<file path="src/hw/rtl/dhss_queue.sv">
// Two-entry queue that decouples the front end from the probe engine.
module dhss_queue
#(
    parameter int DATA_W = 8
)
(
    input  logic              clk,
    input  logic              rst_n,
    input  logic              in_valid,
    output logic              in_ready,
    input  logic [DATA_W-1:0] in_data,
    output logic              out_valid,
    input  logic              out_ready,
    output logic [DATA_W-1:0] out_data
);

    logic [DATA_W-1:0] entry_reg [2];
    logic              wr_ptr_reg, wr_ptr_next;
    logic              rd_ptr_reg, rd_ptr_next;
    logic [1:0]        fill_reg, fill_next;
    logic              push, pop;

    assign in_ready  = (fill_reg != 2'd2);
    assign out_valid = (fill_reg != 2'd0);
    assign out_data  = entry_reg[rd_ptr_reg];
    assign push      = in_valid && in_ready;
    assign pop       = out_valid && out_ready;

    // Advance pointers and fill level
    always_comb
    begin
        wr_ptr_next = push ? ~wr_ptr_reg : wr_ptr_reg;
        rd_ptr_next = pop ? ~rd_ptr_reg : rd_ptr_reg;
        fill_next   = fill_reg;
        if (push && !pop)
            fill_next = fill_reg + 2'd1;
        else if (pop && !push)
            fill_next = fill_reg - 2'd1;
    end

    always_ff @(posedge clk or negedge rst_n)
    begin
        if (!rst_n)
        begin
            wr_ptr_reg <= 1'b0;
            rd_ptr_reg <= 1'b0;
            fill_reg   <= 2'd0;
        end
        else
        begin
            wr_ptr_reg <= wr_ptr_next;
            rd_ptr_reg <= rd_ptr_next;
            fill_reg   <= fill_next;
        end
    end

    always_ff @(posedge clk)
    begin
        if (push)
            entry_reg[wr_ptr_reg] <= in_data;
    end

endmodule

</file>
<file path="config.mk">
export PLATFORM = sky130hd
export DESIGN_NAME = dhss_queue
export DESIGN_NICKNAME = d
export VERILOG_FILES = /design/src/hw/rtl/dhss_queue.sv
export SDC_FILE = /design/constraint.sdc
export NUM_CORES = 1
export LEC_CHECK = 0
export BUFFER_PORTS_ARGS = -buffer_cell sky130_fd_sc_hd__buf_2
export CELL_PAD_IN_SITES_DETAIL_PLACEMENT = 1
export CELL_PAD_IN_SITES_GLOBAL_PLACEMENT = 1
export CORE_ASPECT_RATIO = 0.7
export CORE_UTILIZATION = 40
export CTS_CLUSTER_DIAMETER = 200
export DETAILED_ROUTE_END_ITERATION = 7
export PLACE_DENSITY = 0.84
export SLEW_MARGIN = 20
export SYNTH_ARGS = -nofsm -noshare
export SYNTH_HDL_FRONTEND = slang
export SYNTH_SLANG_ARGS = --single-unit
</file>
<file path="constraint.sdc">
create_clock -name clk -period 1.7 [get_ports clk]
set_input_delay 0.17 -clock clk [delete_from_list [all_inputs] [get_ports clk]]
set_output_delay 0.17 -clock clk [all_outputs]
set_load 0.01 [all_outputs]
</file>
# ---- Yosys cells after proc, flatten, opt, wreduce, memory -nomap -nowiden
# Memories as Yosys holds them, arrays and structs flattened.
# Index checks and enable logic that the tools add are counted.
dict set report op_classes {
  add_sub_neg 2
  n_mul 0
  div_mod_pow 0
  n_lt_le_gt_ge 0
  eq_ne 1
  n_shift 0
  n_mux 4
  bitwise 2
  reduce_logical 8
}
# cell n
set ops {}
lappend ops {{$logic_and A1 B1 Y1} 4}
lappend ops {{$mux W2} 2}
lappend ops {{$reduce_bool A2 Y1} 2}
lappend ops {{$add A2 B1 Y2 const B} 1}
lappend ops {{$logic_not A1 Y1} 2}
lappend ops {{$mux W1} 2}
lappend ops {{$ne A2 B2 Y1 const B} 1}
lappend ops {{$not A1 Y1} 2}
lappend ops {{$sub A2 B1 Y2 const B} 1}
dict set report word_totals {
  register_bits 4
  latchBits 0
  mem_bits_rw 16
  mem_bits_ro 0
  out_inout_bits 10
  word_cells 21
  mem_count 1
}
# name words word_bits read_ports rd_ports_with_merged_regs write_ports line_no
set mem_list {}
lappend mem_list {entry_reg 2 8 1 0 1 17} ;# logic [DATA_W-1:0] entry_reg [2];

# ---- Longest topological paths before layout
# Gate-level depths: netlist of the first run.
dict set report logic_depth {
  word_depth 6
  ltp_mapped 7
  ltp_nobuf 7
}

# ---- Worst setup path after synthesis of the first run
# OpenSTA, ideal clock, no wires.
dict set report synth_path {
  path_type {register -> register}
  start {register fill_reg[0]}
  end {memory entry_reg[0][0], enable pin}
  arrival_time_ns 1.016
  required_time_ns 1.330
  setup_slack_ns 0.314
  stages_incl_launch_ff 4
  n_path_buf 0
  synth_period_minus_slack_ns 1.386
  cell_sequence {dfrtp_1 nand2b_4 nand2_1 nor2_1}
}
dict set report synth_via {
  elab_chain_cells 4
}
# item line_no
set synth_lines {}
lappend synth_lines {{start, declared} 20} ;# logic [1:0] fill_reg, fill_next;
lappend synth_lines {{start signal, assigned} 53} ;# fill_reg <= fill_next;
lappend synth_lines {{$ne A2 B2 Y1} 23} ;# assign in_ready = (fill_reg != 2'd2);
lappend synth_lines {{named net in_ready} 10} ;# output logic in_ready,
lappend synth_lines {{$logic_and A1 B1 Y1} 26} ;# assign push = in_valid && in_ready;
lappend synth_lines {{$mux W1} 59} ;# if (push)
lappend synth_lines {{$mux W1 (not written as such)} 60} ;# entry_reg[wr_ptr_reg] <= in_data;
lappend synth_lines {{end, declared} 17}
# The timed path passes the listed nets, and every way through them passes these cells.

# ---- Worst setup path after layout of the first run
dict set report layout_path {
  start {register rd_ptr_reg}
  end {output out_data[2]}
}
dict set report layout_via {
  elab_chain_cells 1
}
# item line_no
set layout_lines {}
lappend layout_lines {{start, declared} 19} ;# logic rd_ptr_reg, rd_ptr_next;
lappend layout_lines {{start signal, assigned} 52} ;# rd_ptr_reg <= rd_ptr_next;
lappend layout_lines {{$mem_v2 Z2 W8} -}
lappend layout_lines {{end, declared} 14} ;# output logic [DATA_W-1:0] out_data
# No other way between the ends.

==> results of run 1 <==
[worst max-delay path by stage]
stage,start,endpoint,cells past startpoint
2_1_floorplan,fill_reg[0],entry_reg[0][0],3
3_3_place_gp,fill_reg[0],fill_reg[1],6
3_5_place_dp,fill_reg[0],fill_reg[1],6
4_1_cts,rd_ptr_reg,out_data[2],2
5_1_grt,rd_ptr_reg,out_data[2],2
6_report,rd_ptr_reg,out_data[2],2
[synth_stat cells]
cell type   n  share of area, %
edfxtp_1   16                61
mux2_2      8                11
dfrtp_1     4                13
xnor2_1     3               3.3
nor2_1      2              0.95
xor2_1      2               2.2
and3_1      1              0.80
buf_2       1              0.64
ha_1        1               1.6
inv_1       1              0.48
nand2_1     1              0.48
nand2_4     1               1.4
nand2b_4    1               1.7
or2_4       1               1.1
[metal layers]
layer / track usage (%) / up-vias / share of wire, % / wire length [um]
met1: 17.6 / 202 / 44 / 578
met2: 22.6 / 17 / 48 / 637
met3: 7.45 / 2 / 6.4 / 85
met4: 7.50 / 0 / 2.0 / 27
met5: 0 / - / 0 / 0
li1: - / 208 / - / -
[metrics by stage]
step	instances	setup WS (ns)	hold WS [ns]
after floorplan	43	0.314	-0.126
after global placement	86	0.280	-0.0162
after detailed placement	86	0.197	-0.0163
after CTS	91	0.108	0.0513
after global routing	91	0.0219	0.0282
final	91	0.133	0.0538
[kinds of logic after synthesis]
logic type    Yosys count  share of synthesized area (%)
flops                  20                           73.8
mux                     8                           11.4
simple gates            7                           6.52
xor+xnor                5                           5.57
buf+inv                 2                           1.11
fa+ha+maj               1                           1.59
[cell type report]
cell class	count	area (um^2)
inverter	1	3.75
clock buffer	3	22.5
clock inverter	1	3.75
sequential	20	581
timing repair buffer	23	123
tap	22	27.5
multi-input combinational	21	198
fill	190	896
[report_power, final]
| group | leakage, nW | switching (mW) | internal, mW |
|---|---|---|---|
| Combinational | 0.183 | 0.256 | 0.299 |
| Clock | 0.0154 | 0.134 | 0.0855 |
| Sequential | 0.195 | 0.109 | 0.684 |
| Total | 0.393 | 0.499 | 1.07 |
[repair_timing]
action	4_1_cts	5_1_grt
hold buffers	1	0
gates resized for setup	0	0
hold endpoints to repair	4	0
==> reports/results.ini, run 1 <==
[yosys]
yosys_warnings = 0
synth_area_per_cell_um2 = 18.3
synth_sequential_area_ratio_pct = 73.8
synthesis.nets = 56
syn_inst = 43
ys_ff_latch = 20
synth_area_um2 = 787
synth_cell_types = 14

[floorplan]
rows = 13
die_y_um = 39.1
die_x_um = 55.0
core_area_um2 = 1850
ios = 22
die_area_um2 = 2150
start_util_pct = 42.4

[critical_path]
reg2reg_from = fill_reg[0]
worstRegToRegCells = 6
critPathRequiredTime_ns = 1.53
path_max_fanout = 9
startpoint_type = register
path_cells = mux2_2 > buf_2
cp-end-kind = output pin
reg2reg_to = fill_reg[1]
crit_slowest_cell = dfrtp_1
cpPeakStageDelay_ns = 0.58
cp_num_buf_inv = 1
regToRegSetupSlack_ns = 0.20
cp.arrival_ns = 1.40
path_class = reg2out
cp_top_family = flip-flops

[hold_path]
holdPathEnd = entry_reg[0][3]
hold_path_depth = 1
hp-class = in2reg
hold_start = in_data[3]

[place]
dpl_cell_area_um2 = 922
finalWeightedCongestion = 0.744
hpwl_um = 988
numPortBuffers = 21

[run_status]
outcome = finished, final reports clean

[cts]
cts_tree = yes
cts_setup_buffers = 0
clk_pin_slew_ns = 0.11
cts.sinks = 20
clockRootBuffer = clkbuf_4
numCtsBuffers = 3
cts_buffer_depth = 2
h-tree-depth = 1
clk-insertion-delay-late_ns = 0.30

[sta]
fmax_mhz = 638
hold_viol_final = 0
tightest_slew_ns = 0.398
rsz0062_at_grt = no
finalCritPeriodShare_pct = 92.2
fin_tns_setup_ns = 0
setup_violations = 0
fin_crit_ns = 1.57
maxSlewViolCount = 0
fin_skew_ns = 0.00734
slew-limit-headroom_pct = 73.5

[routing]
firstDrtPassIters = 3
ant_nets = 0
dr_total_vias = 429
drc_errors = 0
wire_per_inst_um = 14.6
vias_per_cell = 4.71
drtIter0Drc = 3
routed_wl_um = 1330

[final_layout]
mostFrequentLayoutCell = buf_2
final_cell_mix = 21 x buf_2, 16 x edfxtp_1, 8 x mux2_2
diodes = 0
design_area_um2 = 958
utilization_pct = 51.7
nNetsFinal = 83
synthToLayoutAreaGrowth_pct = 21.8
largest_reg_flops = 16
drive_above_1_share_pct = 52.2

[global_routing]
overflow = 0
grt_pass1_vias = 416
gr-usage-all-layers_pct = 15.0
antenna_found_initial = 0
grt_pass1_wl_um = 1980
grt_max_degree = 12

[power_and_ir_drop]
p_leak_nw = 0.393
ir_drop_mv = 0.756
powerDensity_nw_per_um2 = 1630
power_mw = 1.57

[job]
maxCapViolCount = 0

No activity file was read; power rests on OpenSTA's default activity.
==> run 2, diff against run 1 <==
--- a/config.mk
+++ b/config.mk
@@ -13,6 +13,7 @@
 export CTS_CLUSTER_DIAMETER = 200
 export DETAILED_ROUTE_END_ITERATION = 7
 export PLACE_DENSITY = 0.84
+export RECOVER_POWER = 25
 export SLEW_MARGIN = 20
 export SYNTH_ARGS = -nofsm -noshare
 export SYNTH_HDL_FRONTEND = slang
==> reports/results.ini, run 2 (synthesis gave the netlist of run 1 again) <==
[run_status]
outcome = finished, final reports clean  ; unchanged

[routing]
firstDrtPassIters = 3  ; unchanged
drtIter0Drc = 3  ; unchanged
vias_per_cell = 4.71  ; unchanged
wire_per_inst_um = 14.5  ; was 14.6 um
routed_wl_um = 1320  ; was 1330 um
drc_errors = 0  ; unchanged
ant_nets = 0  ; unchanged
dr_total_vias = 429  ; unchanged

[power_and_ir_drop]
power_mw = 1.57  ; about the same
p_leak_nw = 0.385  ; was 0.393 nW
powerDensity_nw_per_um2 = 1640  ; was 1630 nW/um^2
ir_drop_mv = 0.756  ; about the same

[cts]
h-tree-depth = 1  ; unchanged
numCtsBuffers = 3  ; unchanged
clk_pin_slew_ns = 0.11  ; about the same
cts.sinks = 20  ; unchanged
ctsHoldBuffers = 1  ; unchanged
cts_resized = 0  ; unchanged
cts_setup_buffers = 0  ; unchanged
cts_buffer_depth = 2  ; unchanged
cts_tree = yes  ; unchanged
clk-insertion-delay-late_ns = 0.30  ; about the same
clockRootBuffer = clkbuf_4  ; unchanged

[floorplan]
start_util_pct = 42.4  ; unchanged
die_area_um2 = 2150  ; unchanged
rows = 13  ; unchanged
die_y_um = 39.1  ; unchanged
ios = 22  ; unchanged
core_area_um2 = 1850  ; unchanged
die_x_um = 55.0  ; unchanged

[sta]
rsz0062_at_grt = no  ; unchanged
setup_ws_ns = 0.133  ; unchanged
hold_viol_final = 0  ; unchanged
fmax_mhz = 638  ; unchanged
tightest_slew_ns = 0.398  ; unchanged
fin_skew_ns = 0.00734  ; unchanged
fin_tns_setup_ns = 0  ; unchanged
slew-limit-headroom_pct = 73.5  ; unchanged
fin_crit_ns = 1.57  ; unchanged
setup_violations = 0  ; unchanged
whs_ns = 0.0538  ; about the same
maxSlewViolCount = 0  ; unchanged
finalCritPeriodShare_pct = 92.2  ; unchanged

[global_routing]
grt_max_degree = 12  ; unchanged
globalRouteMet1Util_pct = 17.6  ; unchanged
antenna_found_initial = 0  ; unchanged
gr-usage-all-layers_pct = 15.0  ; unchanged
overflow = 0  ; unchanged
grt_pass1_wl_um = 1980  ; unchanged
grt_pass1_vias = 416  ; unchanged
globalRoute.busiestLayer = met2  ; unchanged
use_met3_pct = 7.45  ; unchanged
grtUsageMet2_pct = 22.6  ; unchanged

[critical_path]
worstRegToRegCells = 6  ; unchanged
path_class = reg2out  ; unchanged
regToRegSetupSlack_ns = 0.20  ; about the same
cp-end-kind = output pin  ; unchanged
critPathRequiredTime_ns = 1.53  ; about the same
cp.arrival_ns = 1.40  ; about the same
startpoint_type = register  ; unchanged
path_max_fanout = 9  ; unchanged

[final_layout]
nNetsFinal = 83  ; unchanged
drive_above_1_share_pct = 47.8  ; was 52.2%
final_cell_mix = 18 x buf_2, 16 x edfxtp_1, 8 x mux2_2  ; was 21 x buf_2, 16 x edfxtp_1, 8 x mux2_2
largest_reg_flops = 16  ; unchanged
synthToLayoutAreaGrowth_pct = 21.3  ; was 21.8%
diodes = 0  ; unchanged
utilization_pct = 51.5  ; was 51.7%
mostFrequentLayoutCell = buf_2  ; unchanged

[place]
numPortBuffers = 21  ; unchanged
hpwl_um = 988  ; unchanged
place_ws_ns = 0.197  ; unchanged
finalWeightedCongestion = 0.744  ; unchanged

[hold_path]
hp-class = in2reg  ; unchanged
hold_path_depth = 1  ; unchanged

[job]
maxCapViolCount = 0  ; unchanged

==> run 2: critical path, stage by stage, from the launching register on <==
cell and delay, ns:
dfrtp_1 0.58, mux2_2 0.38, buf_2 0.14
==> run 2: final cells by class <==
type / instances / area [um^2]
fillers: 193 / 900
repair buffers: 23 / 119
clock buffers: 3 / 22.5
clock inverters: 1 / 3.75
flip-flops and latches: 20 / 581
inverters: 1 / 3.75
multi-input cells: 21 / 198
well taps: 22 / 27.5
==> run 2: metrics by stage <==
step	instance area [um^2]	instances
after floorplan	787	43
after global placement	922	86
after detailed placement	922	86
after CTS	958	91
after global routing	955	91
final	955	91
==> run 2: path summary, 6_finish.rpt <==
| path | startpoint | endpoint |
|---|---|---|
| max | rd_ptr_reg | out_data[2] |
| max reg2reg | fill_reg[0] | fill_reg[1] |
| min in group asynchronous | rst_n | rd_ptr_reg |
| min | in_data[3] | entry_reg[0][3] |
| min reg2reg | wr_ptr_reg | wr_ptr_reg |
| max in group asynchronous | rst_n | wr_ptr_reg |
==> run 2: routing by layer <==
layer / up-vias / wire [um] / share of wire, %
met5: - / 0 / 0
met4: 0 / 27 / 2.0
met3: 2 / 83 / 6.3
met2: 17 / 636 / 48
met1: 202 / 576 / 44
li1: 208 / - / -
==> run 2: power breakdown <==
part           leakage (nW)  total, mW  switching, mW  internal, mW
combinational         0.174      0.553          0.256         0.298
clock                0.0154      0.219          0.134        0.0855
sequential            0.195      0.794          0.109         0.684
