[src/hw/rtl/dhss_pkg.sv]
// Shared types, codes and field widths of the double-hash sparse store.
package dhss_pkg;

    localparam int ROW_W   = 16;
    localparam int COL_W   = 16;
    localparam int VAL_W   = 32;
    localparam int SUM_W   = 17;
    localparam int QUO_W   = 16;
    localparam int RCP_W   = 32;
    localparam int RCP_SH  = 33;
    localparam int CFG_IDX_W  = 1;
    localparam int CFG_DATA_W = 16;

    localparam logic MODE_READ   = 1'b0;
    localparam logic MODE_MODIFY = 1'b1;

    localparam logic [CFG_IDX_W-1:0] CFG_ROW_COUNT = 1'd0;
    localparam logic [CFG_IDX_W-1:0] CFG_COL_COUNT = 1'd1;

    typedef enum logic [2:0] {
        STATUS_FOUND    = 3'd0,
        STATUS_ABSENT   = 3'd1,
        STATUS_INSERTED = 3'd2,
        STATUS_RANGE    = 3'd3,
        STATUS_FULL     = 3'd4
    } status_t;

    // One request as it travels from the front end to the probe engine
    typedef struct packed {
        logic                    mode;
        logic [ROW_W-1:0]        row;
        logic [COL_W-1:0]        col;
        logic signed [VAL_W-1:0] value;
        logic                    oor;
    } dhss_req_t;

    // One table slot as held in the slot memory
    typedef struct packed {
        logic                    used;
        logic [ROW_W-1:0]        row;
        logic [COL_W-1:0]        col;
        logic signed [VAL_W-1:0] value;
    } slot_t;

    typedef enum logic [1:0] {
        FR_IDLE,
        FR_MUL1,
        FR_MUL2,
        FR_PUSH
    } front_state_t;

    typedef enum logic [1:0] {
        BK_CLEAR,
        BK_IDLE,
        BK_CHECK,
        BK_DONE
    } back_state_t;

endpackage

[src/hw/rtl/dhss_req_if.sv]
// Request channel: valid/ready handshake carrying one matrix access.
interface dhss_req_if
    import dhss_pkg::*;
();
    logic                    valid;
    logic                    ready;
    logic                    mode;
    logic [ROW_W-1:0]        row_index;
    logic [COL_W-1:0]        col_index;
    logic signed [VAL_W-1:0] new_value;

    modport source (output valid, output mode, output row_index, output col_index,
                    output new_value, input ready);
    modport sink   (input valid, input mode, input row_index, input col_index,
                    input new_value, output ready);
endinterface

[src/hw/rtl/dhss_front.sv]
// Front end: accepts requests, checks index range and computes both hashes.
module dhss_front
    import dhss_pkg::*;
#(
    parameter int TABLE_SLOTS = 1021,
    parameter int IDX_W       = $clog2(TABLE_SLOTS)
)
(
    input  logic             clk,
    input  logic             rst_n,
    dhss_req_if.sink         request,
    input  logic [15:0]      row_count,
    input  logic [15:0]      col_count,
    input  logic             clear_busy,
    output logic             job_valid,
    input  logic             job_ready,
    output dhss_req_t        job_req,
    output logic [IDX_W-1:0] job_h1,
    output logic [IDX_W-1:0] job_h2
);

    // Moduli and their scaled reciprocals; estimate is low by at most one
    localparam logic [SUM_W-1:0] SlotsA = SUM_W'(TABLE_SLOTS);
    localparam logic [SUM_W-1:0] SlotsB = SUM_W'(TABLE_SLOTS - 1);
    localparam logic [RCP_W-1:0] RecipA = RCP_W'((64'd1 << RCP_SH) / TABLE_SLOTS);
    localparam logic [RCP_W-1:0] RecipB = RCP_W'((64'd1 << RCP_SH) / (TABLE_SLOTS - 1));
    localparam int PROD1_W = SUM_W + RCP_W;
    localparam int PROD2_W = QUO_W + SUM_W;

    front_state_t     state_reg, state_next;
    dhss_req_t        req_reg, req_next;
    logic [SUM_W-1:0] sum_reg, sum_next;
    logic [QUO_W-1:0] qa_reg, qa_next, qb_reg, qb_next;
    logic [SUM_W-1:0] pa_reg, pa_next, pb_reg, pb_next;

    logic               accept;
    logic [PROD1_W-1:0] mul1_a, mul1_b;
    logic [PROD2_W-1:0] mul2_a, mul2_b;
    logic [SUM_W-1:0]   rem_a, rem_b, mod_a, mod_b, step_b;

    assign request.ready = (state_reg == FR_IDLE) && !clear_busy;
    assign accept        = request.valid && request.ready;

    // Advance the state
    always_comb
    begin
        state_next = state_reg;
        case (state_reg)
            FR_IDLE: if (accept) state_next = FR_MUL1;
            FR_MUL1: state_next = FR_MUL2;
            FR_MUL2: state_next = FR_PUSH;
            FR_PUSH: if (job_ready) state_next = FR_IDLE;
            default: state_next = FR_IDLE;
        endcase
    end

    // Datapath: quotient estimate, back-multiply, then correct the remainder
    always_comb
    begin
        req_next = req_reg;
        sum_next = sum_reg;
        qa_next  = qa_reg;
        qb_next  = qb_reg;
        pa_next  = pa_reg;
        pb_next  = pb_reg;
        mul1_a   = {{RCP_W{1'b0}}, sum_reg} * {{SUM_W{1'b0}}, RecipA};
        mul1_b   = {{RCP_W{1'b0}}, sum_reg} * {{SUM_W{1'b0}}, RecipB};
        mul2_a   = {{SUM_W{1'b0}}, qa_reg} * {{QUO_W{1'b0}}, SlotsA};
        mul2_b   = {{SUM_W{1'b0}}, qb_reg} * {{QUO_W{1'b0}}, SlotsB};
        rem_a    = sum_reg - pa_reg;
        rem_b    = sum_reg - pb_reg;
        mod_a    = (rem_a >= SlotsA) ? (rem_a - SlotsA) : rem_a;
        mod_b    = (rem_b >= SlotsB) ? (rem_b - SlotsB) : rem_b;
        step_b   = mod_b + SUM_W'(1);
        job_valid = 1'b0;
        case (state_reg)
            FR_IDLE:
            begin
                if (accept)
                begin
                    req_next.mode  = request.mode;
                    req_next.row   = request.row_index;
                    req_next.col   = request.col_index;
                    req_next.value = request.new_value;
                    req_next.oor   = (request.row_index >= row_count) ||
                                     (request.col_index >= col_count);
                    sum_next = {1'b0, request.row_index} + {1'b0, request.col_index};
                end
            end
            FR_MUL1:
            begin
                qa_next = mul1_a[RCP_SH +: QUO_W];
                qb_next = mul1_b[RCP_SH +: QUO_W];
            end
            FR_MUL2:
            begin
                pa_next = mul2_a[SUM_W-1:0];
                pb_next = mul2_b[SUM_W-1:0];
            end
            FR_PUSH: job_valid = 1'b1;
            default: job_valid = 1'b0;
        endcase
    end

    assign job_req = req_reg;
    assign job_h1  = mod_a[IDX_W-1:0];
    assign job_h2  = step_b[IDX_W-1:0];

    always_ff @(posedge clk or negedge rst_n)
    begin
        if (!rst_n)
            state_reg <= FR_IDLE;
        else
            state_reg <= state_next;
    end

    always_ff @(posedge clk)
    begin
        req_reg <= req_next;
        sum_reg <= sum_next;
        qa_reg  <= qa_next;
        qb_reg  <= qb_next;
        pa_reg  <= pa_next;
        pb_reg  <= pb_next;
    end

endmodule

[src/flat_wrapper.sv]
// flat-port wrapper written by rule: the top's interface ports become plain ports
module dhss_front_flat import dhss_pkg::*;
#(
    parameter int TABLE_SLOTS = 1021,
    parameter int IDX_W       = $clog2(TABLE_SLOTS)
)
  (clk, rst_n, row_count, col_count, clear_busy, job_valid, job_ready, job_req, job_h1, job_h2, request_valid, request_mode, request_row_index, request_col_index, request_new_value, request_ready);
  dhss_req_if request_i ();
  input  logic clk;
  input  logic rst_n;
  input  logic [15:0] row_count;
  input  logic [15:0] col_count;
  input  logic clear_busy;
  output logic job_valid;
  input  logic job_ready;
  output dhss_req_t job_req;
  output logic [IDX_W-1:0] job_h1;
  output logic [IDX_W-1:0] job_h2;
  input wire logic [$bits(request_i.valid)-1:0] request_valid;
  input wire logic [$bits(request_i.mode)-1:0] request_mode;
  input wire logic [$bits(request_i.row_index)-1:0] request_row_index;
  input wire logic [$bits(request_i.col_index)-1:0] request_col_index;
  input wire logic [$bits(request_i.new_value)-1:0] request_new_value;
  output wire logic [$bits(request_i.ready)-1:0] request_ready;
  assign request_i.valid = request_valid;
  assign request_i.mode = request_mode;
  assign request_i.row_index = request_row_index;
  assign request_i.col_index = request_col_index;
  assign request_i.new_value = request_new_value;
  assign request_ready = request_i.ready;
  dhss_front #(.TABLE_SLOTS(TABLE_SLOTS), .IDX_W(IDX_W)) u_core (.clk(clk), .rst_n(rst_n), .request(request_i), .row_count(row_count), .col_count(col_count), .clear_busy(clear_busy), .job_valid(job_valid), .job_ready(job_ready), .job_req(job_req), .job_h1(job_h1), .job_h2(job_h2));
endmodule
[config.mk]
export PLATFORM = sky130hd
export DESIGN_NAME = dhss_front_flat
export DESIGN_NICKNAME = d
export VERILOG_FILES = /design/src/hw/rtl/dhss_pkg.sv /design/src/hw/rtl/dhss_req_if.sv /design/src/hw/rtl/dhss_front.sv /design/src/flat_wrapper.sv
export SDC_FILE = /design/constraint.sdc
export NUM_CORES = 1
export LEC_CHECK = 0
export ABC_CLOCK_PERIOD_IN_PS = 5940
export BUFFER_PORTS_ARGS = -buffer_cell sky130_fd_sc_hd__buf_4
export CAP_MARGIN = 20
export CELL_PAD_IN_SITES_DETAIL_PLACEMENT = 0
export CELL_PAD_IN_SITES_GLOBAL_PLACEMENT = 2
export CORE_ASPECT_RATIO = 1.75
export CORE_MARGIN = 5
export CORE_UTILIZATION = 39
export CTS_CLUSTER_DIAMETER = 150
export CTS_CLUSTER_SIZE = 30
export DETAILED_ROUTE_END_ITERATION = 12
export PLACE_DENSITY_LB_ADDON = 0.1
export REMOVE_ABC_BUFFERS = 1
export SETUP_SLACK_MARGIN = 0.5
export SLEW_MARGIN = 20
export SYNTH_ARGS = -nofsm -noshare
export SYNTH_HDL_FRONTEND = slang
export SYNTH_SLANG_ARGS = --single-unit
[constraint.sdc]
create_clock -name clk -period 5.94 [get_ports clk]
set_clock_uncertainty 0.2 [all_clocks]
set_input_delay 0.891 -clock clk [delete_from_list [all_inputs] [get_ports clk]]
set_output_delay 0.891 -clock clk [all_outputs]
set_load 0.1 [all_outputs]
### Yosys cells after proc, flatten, opt, wreduce, memory -nomap -nowiden

Cells that the tools add are included.

* $lt $le $gt $ge: 4
* add/subtract/negate cells: 6
* reductions and logical operators: 7
* muxes and demuxes: 6
* multipliers: 4
* eq/ne operators: 5

Operator list (number)
* $mul A17 B21 Y38 const B: 1
* $ge A17 B10 Y1 const B: 2
* $mul A17 B17 Y34 const B: 1
* $sub A17 B17 Y17: 2
* $ge A16 B16 Y1: 2
* $mux W10: 2
* $sub A10 B10 Y10 const B: 2
* $add A16 B16 Y17: 1
* $mul A8 B10 Y17 const B: 1
* $mul A8 B8 Y15 const B: 1
* $add A10 B1 Y10 const B: 1
* $pmux W2 S4: 1
* $eq A2 B2 Y1 const B: 2
* $mux W2: 2
* $reduce_and A2 Y1: 2
* $eq A2 B1 Y1 const B: 1
* $logic_and A1 B1 Y1: 2
* $logic_not A2 Y1: 1
* $ne A2 B1 Y1 const B: 1
* $ne A2 B2 Y1 const B: 1
* $logic_not A1 Y1: 1
* $logic_or A1 B1 Y1: 1
* $mux W1: 1

* flip-flop bits (word level): 133
* output and inout bits: 88

### Logic depth before layout (Yosys ltp)

* depth after elaboration: 5
* mapped depth: 21

### Worst setup path before layout

OpenSTA, ideal clock, no wires.

* path kind: register -> output
* start: reg u_core.sum_reg[0]
* end: out job_h1[1]
* path slack: -1.124 ns
* data arrival time: 5.973 ns
* data required time: 4.849 ns
* buffers on the path: 1
* cell stages (with the launch flop): 15
* cell sequence: edfxtp_1 > inv_1 > ha_1 > inv_1 > fa_1 > a21o_1 > a21oi_1 > xnor2_1 > or4b_1 > a211oi_1 > nand2_1 > nor3b_1 > a2111oi_1 > buf_2 > o21ai_0

* longest elaborated chain between the ends: 3
* elaborated cells on any way between the ends: 4

Ends and longest elaborated chain
* start, declared: line dhss_front.sv:32 `logic [SUM_W-1:0] sum_reg, sum_next;`
* start signal, assigned: line dhss_front.sv:120 `sum_reg <= sum_next;`
* $sub A17 B17 Y17 *: line dhss_front.sv:70 `rem_a = sum_reg - pa_reg;`
* $ge A17 B10 Y1 or $sub A10 B10 Y10 (tied branches): line dhss_front.sv:72 `mod_a = (rem_a >= SlotsA) ? (rem_a - SlotsA) : rem_a;`
* $mux W10 *: line dhss_front.sv:72
* end, declared: line flat_wrapper.sv:17 `output logic [IDX_W-1:0] job_h1;`

Mark *: on every way between the ends. The rest lies on a longest branch, timed or not.

### Worst setup path after layout

* start: reg u_core.sum_reg[2]
* end: out job_h2[9]

* longest elaborated chain between the ends: 4
* elaborated cells on any way between the ends: 5

Ends and longest elaborated chain
* $sub A17 B17 Y17 *: line dhss_front.sv:71 `rem_b = sum_reg - pb_reg;`
* $ge A17 B10 Y1 or $sub A10 B10 Y10 (tied branches): line dhss_front.sv:73 `mod_b = (rem_b >= SlotsB) ? (rem_b - SlotsB) : rem_b;`
* $mux W10 *: line dhss_front.sv:73
* $add A10 B1 Y10 *: line dhss_front.sv:74 `step_b = mod_b + SUM_W'(1);`
* end, declared: line flat_wrapper.sv:18 `output logic [IDX_W-1:0] job_h2;`

Marks and branches as above.

==> qor.txt <==
Root buf cell: clkbuf_16
Startpoint types: flip-flop
Final Critical Period: 5457 ps
Delay-heaviest family, CP: simple AND/OR/NAND/NOR gates
Crit-path slowest cell: or4b_4
Fmax: 183.2 MHz
Post-Syn Area per Cell: 10.37 sq um
Critical path fanouts, max: 3
Commonest non-fill, non-tap cells in the layout: ha_1, inv_1, buf_4
Die Wd: 156.4 microns
Crit-path cells: inv_2 > ha_4 > inv_2 > fa_2 > a211oi_4 > nor4_2 > nor3_1 > mux2i_1 > o2111ai_2 > or4b_4 > mux2i_4 > o2111ai_4 > or4_1 > nand3_2 > buf_12
Slew margin rel.: 41.48%
Area Overhead vs Synth: 22.07%
Hold crit path type: flip-flop to flip-flop
Die Span Y: 266.2 microns
Core Footprint: 37400 sq um
Starting Density: 39.11%
Layout cell share with drive strength beyond 1: 19.94%
Max-cap violation count: 0
FP Rows: 94
Final estimated routing congestion in global placement: 0.8666
Mux cell area share after synthesis: 0.4363%
CTS Buf Count: 17
Worst-margin pin slew: 877.8 ps
CP most frequent cell: inv_2
Most common cell after layout, fill and taps aside: ha_1
DR iter-0 viols: 405
Final hold vios: 0
Number of remaining DRC errors: 0
Io pins: 190
CP required: 4850 ps
Cell Area, Synth: 14630 sq um
Global Route Usage Sum: 20.02%
Clk sinks: 133
Port bufs: 189
XOR/XNOR share of the synthesized area: 4.782%
# diodes: 0
Critical path data arrival time: 4370 ps
Final ANT Viol Nets: 0
Worst path max stage delay: 560 ps
Number of antenna violations at the first check in global routing: 0
Final WL: 40.41 mm
Crit path capture type: primary output
Simple-gate area share of the yosys netlist: 7.947%
Global route total overflow: 0
RSZ-0062 raised after global routing: true
Seq/Total Area, Yosys: 27.24%
Final Cycle Share: 91.87%
Synth unique cells: 85
Filler cells: 3623
Max Root-Sink Buffers: 2
Vias in the first global route: 11.96k
Worst-path clk slew: 70 ps
Combinational family with the most area after synthesis: adder cells
Post-DP HPWL: 33.79 mm
Post-synth EDFFs: 131
Fraction of registers with async set/reset: 1.504%
CP Buf/Inv Count: 3
Largest register FFs: 66
Worst-Skew Late Latency: 450 ps
Ys flop type: edfxtp_1
Reg area: 3984 sq um
Routed WL per cell: 18.84 microns
Vias per cell: 5.060
Synth Instances: 1411
Synth Area in Compound Gates: 11.53%
Total number of vias: 10.85k
YS warnings: 0
CTS H-Tree Depth: 4
Status: finished clean
Endpoints failing setup: 0
Fin Setup TNS: 0 ps
Drt pass-1 iters: 5
Adder-Cell Fraction of Synth Area: 39.90%
Die Footprint: 41630 sq um
CTS tree: built
Largest net degree at the start of global routing: 65
WS Path Type: flip-flop to primary output
Global-route wire length before repair: 63.52 mm
Area of the multi-input gates: 9742 sq um
Layout Nets: 2167
Final Max Slew Viols: 0
Synthesized flop and latch total: 133
==> through the flow <==
step | area (sq um) | worst slack, ps | utilization (%) | std cells | hold WS (ps)
after CTS | 17610 | 448.5 | 47.08 | 2138 | 371.2
after global placement | 16710 | 574.3 | 44.69 | 2087 | 350.6
after detailed placement | 16710 | 499.8 | 44.69 | 2087 | 355.9
after global routing | 17850 | 297.7 | 47.74 | 2145 | 389.5
final | 17850 | 482.9 | 47.74 | 2145 | 369.3
after floorplan | 14550 | -1442 | - | 1399 | 327.9
==> synth_stat cells (all sizes together), types with 4 or more instances <==
| library cell | number | area share (%) |
|---|---|---|
| xor2 | 21 | 1.3 |
| a21oi | 56 | 2.0 |
| a211o | 4 | 0.24 |
| nand2b | 9 | 0.38 |
| nand3 | 21 | 0.75 |
| nand4 | 8 | 0.34 |
| buf | 10 | 0.47 |
| nor4 | 4 | 0.21 |
| o21bai | 6 | 0.31 |
| nand2 | 41 | 1.1 |
| nor2 | 56 | 1.4 |
| or2 | 4 | 0.17 |
| a221oi | 4 | 0.24 |
| a21boi | 8 | 0.41 |
| a211oi | 10 | 0.51 |
| nor2b | 23 | 0.98 |
| a31oi | 14 | 0.60 |
| o21ai | 57 | 2.0 |
| o2111ai | 4 | 0.28 |
| xnor2 | 58 | 3.5 |
| edfxtp | 131 | 27 |
| mux2i | 4 | 0.36 |
| a21o | 30 | 1.5 |
| nor3b | 6 | 0.31 |
| ha | 324 | 28 |
| o31a | 4 | 0.25 |
| nor3 | 22 | 0.75 |
| and3 | 5 | 0.22 |
| inv | 297 | 7.6 |
| o31ai | 7 | 0.36 |
| o21a | 8 | 0.41 |
| fa | 89 | 12 |
==> cell type report <==
cell class | count | area share [%]
inverters | 297 | 6.251
flip-flops and latches | 133 | 22.31
clock inverters | 14 | 0.9741
well taps | 480 | 3.364
repair buffers | 234 | 10.13
multi-input cells | 969 | 54.56
clock buffers | 18 | 2.404
==> logic make-up (layout without fill, tap and decap cells) <==
logic type / Yosys count / after routing
AND/OR/NAND/NOR: 222 / 222
flip-flops: 133 / 133
adder cells (fa/ha/maj): 413 / 413
multiplexers: 5 / 5
AO/OA/AOI/OAI: 250 / 250
buffers and inverters: 309 / 563
XOR/XNOR: 79 / 79
==> layer usage <==
layer | GRT usage, % | vias up | wire, microns
met5 | 0 | - | 0
met4 | 8.286 | 0 | 1722
met1 | 19.11 | 5219 | 13630
li1 | - | 5359 | -
met3 | 3.819 | 68 | 1511
met2 | 40.39 | 207 | 23550
==> repair_timing <==
action | CTS | global route
pin swaps | 6 | 18
setup endpoints to repair | 15 | 23
gates cloned | 1 | 0
gates resized for setup | 32 | 42
buffers inserted | 17 | 7
hold buffers | 1 | 0
hold endpoints to repair | 2 | 0
==> final timing paths <==
kind	start	to	slack [ps]	cells past startpoint
min in group asynchronous	rst_n	u_core.state_reg[0]	570	2
worst min register to register	u_core.state_reg[0]	u_core.state_reg[0]	370	1
worst min-delay path	u_core.state_reg[0]	u_core.state_reg[0]	370	1
max in group asynchronous	rst_n	u_core.state_reg[1]	4870	2
worst max register to register	u_core.sum_reg[12]	u_core.qa_reg[6]	810	19
worst max-delay path	u_core.sum_reg[2]	job_h2[9]	480	15
Power is not shown: default switching activity piles up to over one toggle a cycle in this logic, so the estimate is an artifact.
